<file path="src/hdl/ppce_pkg.sv">
package ppce_pkg;

    // Fixed field widths
    localparam int SAMPLE_W     = 16;
    localparam int SUM_W        = 25;
    localparam int SMOOTH_OUT_W = 23;
    localparam int TIME_W       = 10;
    localparam int IDX_W        = 8;
    localparam int CFG_W        = 8;
    localparam int SMOOTH_LEN_W = 7;
    localparam int CFG_IDX_W    = 2;
    // Width of the half-sample time arithmetic
    localparam int HT_W         = 12;

    // Register indexes
    localparam logic [CFG_IDX_W-1:0] REG_WINDOW_START    = 2'd0;
    localparam logic [CFG_IDX_W-1:0] REG_WINDOW_END      = 2'd1;
    localparam logic [CFG_IDX_W-1:0] REG_SMOOTH_LEN      = 2'd2;
    localparam logic [CFG_IDX_W-1:0] REG_PEAK_HALF_WIDTH = 2'd3;

    // Register reset values
    localparam logic [CFG_W-1:0]        RST_WINDOW_START    = 8'd0;
    localparam logic [CFG_W-1:0]        RST_WINDOW_END      = 8'd200;
    localparam logic [SMOOTH_LEN_W-1:0] RST_SMOOTH_LEN      = 7'd1;
    localparam logic [CFG_W-1:0]        RST_PEAK_HALF_WIDTH = 8'd20;

    typedef struct packed {
        logic [CFG_W-1:0]        window_start;
        logic [CFG_W-1:0]        window_end;
        logic [SMOOTH_LEN_W-1:0] smooth_len;
        logic [CFG_W-1:0]        peak_half_width;
    } t_cfg;

    typedef enum logic [2:0] {
        S_IDLE,
        S_SAMPLE,
        S_CALC,
        S_RD_WE,
        S_RD_WS,
        S_RD_HI,
        S_RD_LO,
        S_OUT
    } t_state;

    typedef enum logic [2:0] {
        RD_SMOOTH,
        RD_WE,
        RD_WS,
        RD_HI,
        RD_LO
    } t_rd_sel;

    typedef enum logic [1:0] {
        CAP_NONE,
        CAP_WE,
        CAP_WS,
        CAP_HI
    } t_cap;

    typedef struct packed {
        logic    accept;
        logic    update;
        logic    calc;
        logic    rd_en;
        t_rd_sel rd_sel;
        t_cap    cap;
        logic    finish;
    } t_cmd;

endpackage

</file>
<file path="src/hdl/ppce_ctrl.sv">
module ppce_ctrl
    import ppce_pkg::*;
(
    input  logic i_clk,
    input  logic i_rst_n,
    input  logic i_start,
    input  logic i_is_last,
    output logic o_busy,
    output logic o_valid,
    output t_cmd o_cmd
);

    t_state r_state, n_state;
    logic   r_last;
    logic   r_valid;

    always_ff @(posedge i_clk) begin
        if (!i_rst_n) begin
            r_state <= S_IDLE;
            r_last  <= 1'b0;
            r_valid <= 1'b0;
        end else begin
            r_state <= n_state;
            r_valid <= (r_state == S_OUT);
            if (o_cmd.accept) begin
                r_last <= i_is_last;
            end
        end
    end

    always_comb begin
        n_state      = r_state;
        o_cmd        = '0;
        o_cmd.rd_sel = RD_SMOOTH;
        o_cmd.cap    = CAP_NONE;
        case (r_state)
            S_IDLE: begin
                if (i_start) begin
                    o_cmd.accept = 1'b1;
                    o_cmd.rd_en  = 1'b1;
                    o_cmd.rd_sel = RD_SMOOTH;
                    n_state      = S_SAMPLE;
                end
            end
            S_SAMPLE: begin
                o_cmd.update = 1'b1;
                n_state      = r_last ? S_CALC : S_IDLE;
            end
            S_CALC: begin
                o_cmd.calc = 1'b1;
                n_state    = S_RD_WE;
            end
            S_RD_WE: begin
                o_cmd.rd_en  = 1'b1;
                o_cmd.rd_sel = RD_WE;
                n_state      = S_RD_WS;
            end
            S_RD_WS: begin
                o_cmd.rd_en  = 1'b1;
                o_cmd.rd_sel = RD_WS;
                o_cmd.cap    = CAP_WE;
                n_state      = S_RD_HI;
            end
            S_RD_HI: begin
                o_cmd.rd_en  = 1'b1;
                o_cmd.rd_sel = RD_HI;
                o_cmd.cap    = CAP_WS;
                n_state      = S_RD_LO;
            end
            S_RD_LO: begin
                o_cmd.rd_en  = 1'b1;
                o_cmd.rd_sel = RD_LO;
                o_cmd.cap    = CAP_HI;
                n_state      = S_OUT;
            end
            S_OUT: begin
                o_cmd.finish = 1'b1;
                n_state      = S_IDLE;
            end
            default: begin
                n_state = S_IDLE;
            end
        endcase
    end

    assign o_busy  = (r_state != S_IDLE);
    assign o_valid = r_valid;

endmodule

</file>
<file path="config.mk">
export PLATFORM = sky130hd
export DESIGN_NAME = ppce_ctrl
export DESIGN_NICKNAME = d
export VERILOG_FILES = /design/src/hdl/ppce_pkg.sv /design/src/hdl/ppce_ctrl.sv
export SDC_FILE = /design/constraint.sdc
export NUM_CORES = 1
export LEC_CHECK = 0
export BUFFER_PORTS_ARGS = -buffer_cell sky130_fd_sc_hd__buf_2
export CAP_MARGIN = 40
export CORE_AREA = 4 4 41 43
export DETAILED_ROUTE_END_ITERATION = 16
export DIE_AREA = 0 0 45 47
export GPL_TIMING_DRIVEN = 0
export SLEW_MARGIN = 20
export SYNTH_ARGS = -nofsm -noshare
export SYNTH_HDL_FRONTEND = slang
export SYNTH_SLANG_ARGS = --single-unit
</file>
<file path="constraint.sdc">
create_clock -name i_clk -period 2 [get_ports i_clk]
set_input_delay 0.4 -clock i_clk [delete_from_list [all_inputs] [get_ports i_clk]]
set_output_delay 0.4 -clock i_clk [all_outputs]
set_load 0.01 [all_outputs]
</file>
==> impl_metrics.tcl, run 1 <==
set metrics [dict create \
    pwr-share-comb 0.160 \
    cp.required_ps 1600 \
    wire_per_inst_um 9.93 \
    h-tree-depth 1 \
    top_usage_layer "met2" \
    ctsHoldBuffers 0 \
    drive_gt1_frac 0.407 \
    hpwl_um 531 \
    p_int_mw 0.201 \
    nFillCells 152 \
    yosys_warnings 0 \
    grt_pass1_vias 277 \
    die_area_um2 2120 \
    fin_skew_ps 0.177 \
    cts_tree "yes" \
    wirelength_um 685 \
    setup_viol_count_final 0 \
    cts.sinks 5 \
    fmax_mhz 599 \
    synthMuxAreaShare 0 \
    synth_cells 35 \
    final_area_um2 413 \
    gp_congestion 0.682 \
    io_pins 16 \
    grt_usage 0.0695 \
    syn_avg_cell_area_um2 8.37 \
    synth_compound_area_frac 0.141 \
    die_w_um 45 \
    grtUsageMet1 0.0748 \
    grt_util_met3 0.0383 \
    synth_top_family_by_area "simple AND/OR/NAND/NOR gates" \
    seqCellArea_um2 100 \
    antenna_found_initial 0 \
    dr.pass1.iters 3 \
    tns_ps 0 \
    yosysUniqueCellTypes 21 \
    overflow 0 \
    num_rows 13 \
    synth_area_um2 293 \
    io_buffer_count 15 \
    place_area_um2 387 \
    max-vdd-ir-drop_v 0.000150 \
    grt_setup_unrepaired "false" \
    drc 0 \
    hold_class "input port to register" \
    clockBufferDepth 2 \
    synth_seq_area_share 0.342 \
    worst_hold_slack_ps 374 \
    viasPerCell 4.28 \
    synth-xor-area-share 0.0598 \
    arrival_ps 1270 \
    crit_type "register to output pin" \
    relSlewSlack 0.805 \
    worst_pin_slew_ps 292 \
    postLayoutCoreUtil 0.317 \
    ant_nets 0 \
    die_h_um 47 \
    grtUsageMet2 0.102 \
    post_cts_resized 0 \
    clkSlewWorstSetupHoldPaths_ps 50 \
    startpoint_type "register" \
    via_count 295 \
    leakage_nw 0.227 \
    fin_nets 59 \
    switchingPower_mw 0.0722 \
    timing.critical_path.to "o_cmd[2]" \
    synth_fa_ha_area_frac 0 \
    cap_violations 0 \
    clock_power_share 0.442 \
    post-cts-setup-buffers 0 \
    startpoint "r_state[1]" \
    final-hold-violation-count 0 \
    drv_slew 0 \
    period_needed_ps 1670 \
    diodes 0 \
    cp-end-kind "output pin" \
    grt_first_pass_wirelength_um 1010 \
    status "complete, no violations" \
    numCtsBuffers 3 \
    r2r_cells 3 \
    yosys.area_share.simple 0.376 \
    multiInputGateArea_um2 169 \
    syn_to_final_growth_pct 41.0 \
    reg2reg_from "r_state[1]" \
    synth-seq-cells 5 \
    finalCritPeriodShare 0.835 \
    reg2reg_to "r_state[0]" \
    seq_power_share 0.398 \
    clk_latency_ps 240 \
    grt_max_degree 11 \
    initial_core_util 0.225 \
    detailedRoute.firstIterationViolations 5 \
    regToRegSetupSlack_ps 870 \
    pwr_density_cell_nw_per_um2 662 \
    cts-root-buf "clkbuf_4" \
    critPathMaxFanout 10 \
    core_um2 1300 \
    synth_nets 39 \
    power.share.switching 0.264 \
]
## logic make-up (layout without fill, tap and decap cells)
kind of cell,Yosys count,after routing
XOR/XNOR,2,2
AND/OR/NAND/NOR,18,18
flip-flops,5,5
AO/OA/AOI/OAI,6,6
buffers and inverters,4,23
## placed cells by master, fill, tap and decap left out, drive strengths merged, types with 2 or more instances in the layout
master  instances
o21ai           2
and2            3
inv             2
clkbuf          4
xnor2           2
dfxtp           5
nand2           3
buf            17
and3            2
nor2            4
## area by class of cell
| cell class | count | area share |
|---|---|---|
| Multi-Input combinational cell | 26 | 0.409 |
| Sequential cell | 5 | 0.242 |
| Buffer | 2 | 0.0394 |
| Timing Repair Buffer | 15 | 0.182 |
| Clock buffer | 4 | 0.0636 |
| Tap cell | 15 | 0.0455 |
| Inverter | 2 | 0.0182 |
## metal layers
layer / part of all wire / vias to the layer above
met5: 0 / -
met4: 0.022 / 0
met1: 0.47 / 123
met2: 0.42 / 12
li1: - / 158
met3: 0.080 / 2
## flip-flops by register name (all words and copies together), names as in the netlist
register  flops
r_state       3
o_valid       1
r_last        1
## power groups by stage
| stage | sequential, mW | combinational [mW] | clock [mW] |
|---|---|---|---|
| 3_3_place_gp | 0.110 | 0.0440 | 0 |
| 2_1_floorplan | 0.109 | 0.0279 | 0 |
| 5_1_grt | 0.109 | 0.0481 | 0.127 |
| 3_5_place_dp | 0.111 | 0.0440 | 0 |
| 6_report | 0.109 | 0.0438 | 0.121 |
| 4_1_cts | 0.109 | 0.0443 | 0.124 |
## worst min path at each step
| stage | from | to | slack, ps | cells after the start |
|---|---|---|---|---|
| after floorplan | r_last | r_last | 440 | 2 |
| after global placement | r_last | r_last | 450 | 2 |
| after detailed placement | r_last | r_last | 460 | 2 |
| after CTS | i_is_last | r_last | 370 | 3 |
| after global routing | i_is_last | r_last | 390 | 3 |
| final | i_is_last | r_last | 370 | 3 |
## worst max-delay path, cell delays in order, from the launching register on
cell,delay (ps)
dfxtp_1,320
buf_6,130
or2b_1,250
a21boi_0,170
buf_2,150
## through the flow
stage / setup slack [ps] / instances / total power, mW
4_1_cts: 307 / 69 / 0.278
2_1_floorplan: 624 / 35 / 0.137
6_report: 331 / 69 / 0.273
3_3_place_gp: 594 / 65 / 0.154
3_5_place_dp: 584 / 65 / 0.155
5_1_grt: 243 / 69 / 0.284
## synthesized netlist by cell type
cell type,number,area share
xnor2_1,2,0.060
buf_6,1,0.038
nand2b_1,1,0.021
or3_4,1,0.038
o221ai_1,1,0.030
buf_2,1,0.017
and2b_1,1,0.026
or2b_1,1,0.026
o211a_1,1,0.034
and2_1,3,0.064
nand2_1,3,0.038
inv_1,2,0.026
a21boi_0,1,0.026
nor2_1,4,0.051
a21oi_1,1,0.017
nor4b_2,1,0.051
dfxtp_1,5,0.34
and3_1,2,0.043
nand3_1,1,0.017
o21ai_1,1,0.017
o21ai_0,1,0.017
Note: power is estimated with default switching activity, not from simulation.
==> run 2, diff against run 1 <==
--- a/config.mk
+++ b/config.mk
@@ -5,6 +5,7 @@
 export SDC_FILE = /design/constraint.sdc
 export NUM_CORES = 1
 export LEC_CHECK = 0
+export ABC_AREA = 1
 export BUFFER_PORTS_ARGS = -buffer_cell sky130_fd_sc_hd__buf_2
 export CAP_MARGIN = 40
 export CORE_AREA = 4 4 41 43
==> constraint.sdc (replaced) <==
create_clock -name i_clk -period 1.75 [get_ports i_clk]
set_input_delay 0.35 -clock i_clk [delete_from_list [all_inputs] [get_ports i_clk]]
set_output_delay 0.35 -clock i_clk [all_outputs]
set_load 0.01 [all_outputs]
==> run 2 against run 1 <==
Count of clock-buffer cells in the layout stayed put; final area is 3.3% lower; sequential power is 17% higher; worst setup slack worse by 140 ps; synthesized cell count is 23% higher; power is 18% higher; die area stayed put; largest cell class unchanged; via count is 2.7% higher; first-iteration DRC count is 20% lower; clock power is 9% higher; global-route usage is 0.38 points lower; routed wire length is 6.4% lower.
==> impl_metrics.tcl, run 2 <==
set metrics [dict create \
    drc 0 \
    die_w_um 45 \
    grt_first_pass_wirelength_um 945 \
    crit_chain "inv_2 -> buf_6 -> a21oi_1 -> nor2_1 -> nand2_1 -> buf_2" \
    cts_tree "yes" \
    gp_congestion 0.680 \
    synth_ff_type "dfxtp_1" \
    crit_cells 6 \
    synth_most_common_cell "nor2_1" \
    cts.sinks 5 \
    synth.area.top_cells "dfxtp_1 36%, nor2_1 16%, inv_1 9.4%" \
    cp-end-kind "output pin" \
    io_pins 16 \
    viasPerCell 3.94 \
    critPathMaxFanout 10 \
    dr_wl_met3_um 58 \
    ctsHoldBuffers 0 \
    final_common_cell "buf_2" \
    clkSlewWorstSetupHoldPaths_ps 40 \
    leakage_nw 0.234 \
    drv_slew 0 \
    wire_per_inst_um 8.32 \
    crit_type "register to output pin" \
    r2r_cells 4 \
    hold_class "input port to register" \
    core_um2 1300 \
    reg2reg_from "r_state[1]" \
    fmax_mhz 643 \
    switchingPower_mw 0.0906 \
    wl_met1_um 263 \
    fin_skew_ps 1.66 \
    drive_gt1_frac 0.387 \
    startpoint_type "register" \
    max-vdd-ir-drop_v 0.000261 \
    h-tree-depth 1 \
    preCtsSetupSlack_ps 425 \
    die_area_um2 2120 \
    synth_area_um2 279 \
    yosys.area.top_type "dfxtp_1" \
    yosysUniqueCellTypes 15 \
    clock_power_share 0.409 \
    relSlewSlack 0.863 \
    antenna_found_initial 0 \
    cp_top_family "buffers and inverters" \
    dr.max_layer_used "met4" \
    fin_nets 67 \
    detailedRoute.firstIterationViolations 4 \
    synth_seq_area_share 0.359 \
    synth-seq-cells 5 \
    via_count 303 \
    diodes 0 \
    whs_path_depth 3 \
    wl_met2_um 301 \
    cap_violations 0 \
    dr.pass1.iters 3 \
    async_flop_share 0 \
    min_from "i_rst_n" \
    syn_avg_cell_area_um2 6.49 \
    p_int_mw 0.233 \
    cp_slowest_cell "dfxtp_1" \
    synth_nets 47 \
    setup_viol_count_final 0 \
    initial_core_util 0.214 \
    regToRegSetupSlack_ps 820 \
    synth_cells 43 \
    arrival_ps 1200 \
    die_h_um 47 \
    power_mw 0.323 \
    numCtsBuffers 3 \
    netlist.area_leader.share 0.359 \
    overflow 0 \
    top_register "r_state" \
    period_needed_ps 1550 \
    grt_pass1_vias 255 \
    slowest_delay_ps 340 \
    io_buffer_count 15 \
    post-cts-setup-buffers 0 \
    grt_setup_unrepaired "false" \
    hpwl_um 550 \
    yosys_warnings 0 \
    synth_common_cells "12 x nor2_1, 7 x inv_1, 6 x nand2_1" \
    cts-root-buf "clkbuf_4" \
    clk_latency_ps 240 \
    most-common-layout-cells "15 x buf_2, 12 x nor2_1, 7 x inv_1" \
    grt_usage 0.0656 \
    grt_max_degree 11 \
    num_rows 13 \
    final-hold-violation-count 0 \
    worst_slack_ps 195 \
    clockBufferDepth 2 \
    cp.required_ps 1400 \
    status "complete, no violations" \
    synth_edf_count 0 \
    largest_reg_flops 3 \
    syn_to_final_growth_pct 43.0 \
    pwr-share-comb 0.196 \
    seq_power_share 0.395 \
    whs_endpoint "r_last" \
    tns_ps 0 \
    reg2reg_to "r_state[0]" \
    wirelength_um 641 \
    worst_pin_slew_ps 205 \
    ant_nets 0 \
    finalCritPeriodShare 0.888 \
    path_buf_inv 3 \
    post_cts_resized 0 \
    power.share.switching 0.280 \
    pwr_density_cell_nw_per_um2 810 \
]
==> run 2: how the worst max path moves through the flow <==
| stage | slack [ps] | from | endpoint |
|---|---|---|---|
| 4_1_cts | 160 | r_state[2] | o_cmd[6] |
| 3_5_place_dp | 420 | r_state[2] | o_cmd[6] |
| 2_1_floorplan | 580 | r_state[2] | o_cmd[6] |
| 3_3_place_gp | 420 | r_state[2] | o_cmd[6] |
| 6_report | 200 | r_state[2] | o_cmd[6] |
| 5_1_grt | 50 | r_state[2] | o_cmd[6] |
==> run 2: area by class of cell <==
class	count	area (um2)
repair buffers	15	75.1
plain buffers	1	11.3
fillers	153	902
inverters	8	30.0
flip-flops and latches	5	100
well taps	15	18.8
multi-input cells	29	138
clock buffers	4	26.3
==> run 2: worst min-delay path, delay by kind of cell <==
family	cells	cell delay, ps
buf+inv	1	100
simple gates	2	100
==> run 2: power by group through the flow <==
| stage | Clock (mW) | Sequential [mW] | Combinational (mW) |
|---|---|---|---|
| after floorplan | 0 | 0.128 | 0.0415 |
| after global placement | 0 | 0.130 | 0.0638 |
| after detailed placement | 0 | 0.130 | 0.0647 |
| after CTS | 0.137 | 0.128 | 0.0650 |
| after global routing | 0.141 | 0.129 | 0.0718 |
| final | 0.132 | 0.128 | 0.0634 |
==> run 2: stage by stage <==
step / instance area [um2] / util / cells / hold slack, ps
floorplan: 279 / - / 43 / 471
global placement: 373 / 0.287 / 73 / 506
detailed placement: 373 / 0.287 / 73 / 509
CTS: 399 / 0.307 / 77 / 349
global route: 399 / 0.307 / 77 / 362
finish: 399 / 0.307 / 77 / 349
==> run 2: per-layer routing <==
metal  GRT usage  vias to the layer above
met5           0                        -
li1            -                      168
met4      0.0526                        0
met1      0.0706                      123
met3      0.0230                        2
met2       0.105                       10
==> run 2: cells by family after synthesis <==
logic type,after synthesis,synth area share
flip-flops,5,0.359
AND/OR/NAND/NOR,24,0.386
buffers and inverters,9,0.148
AO/OA/AOI/OAI,5,0.108
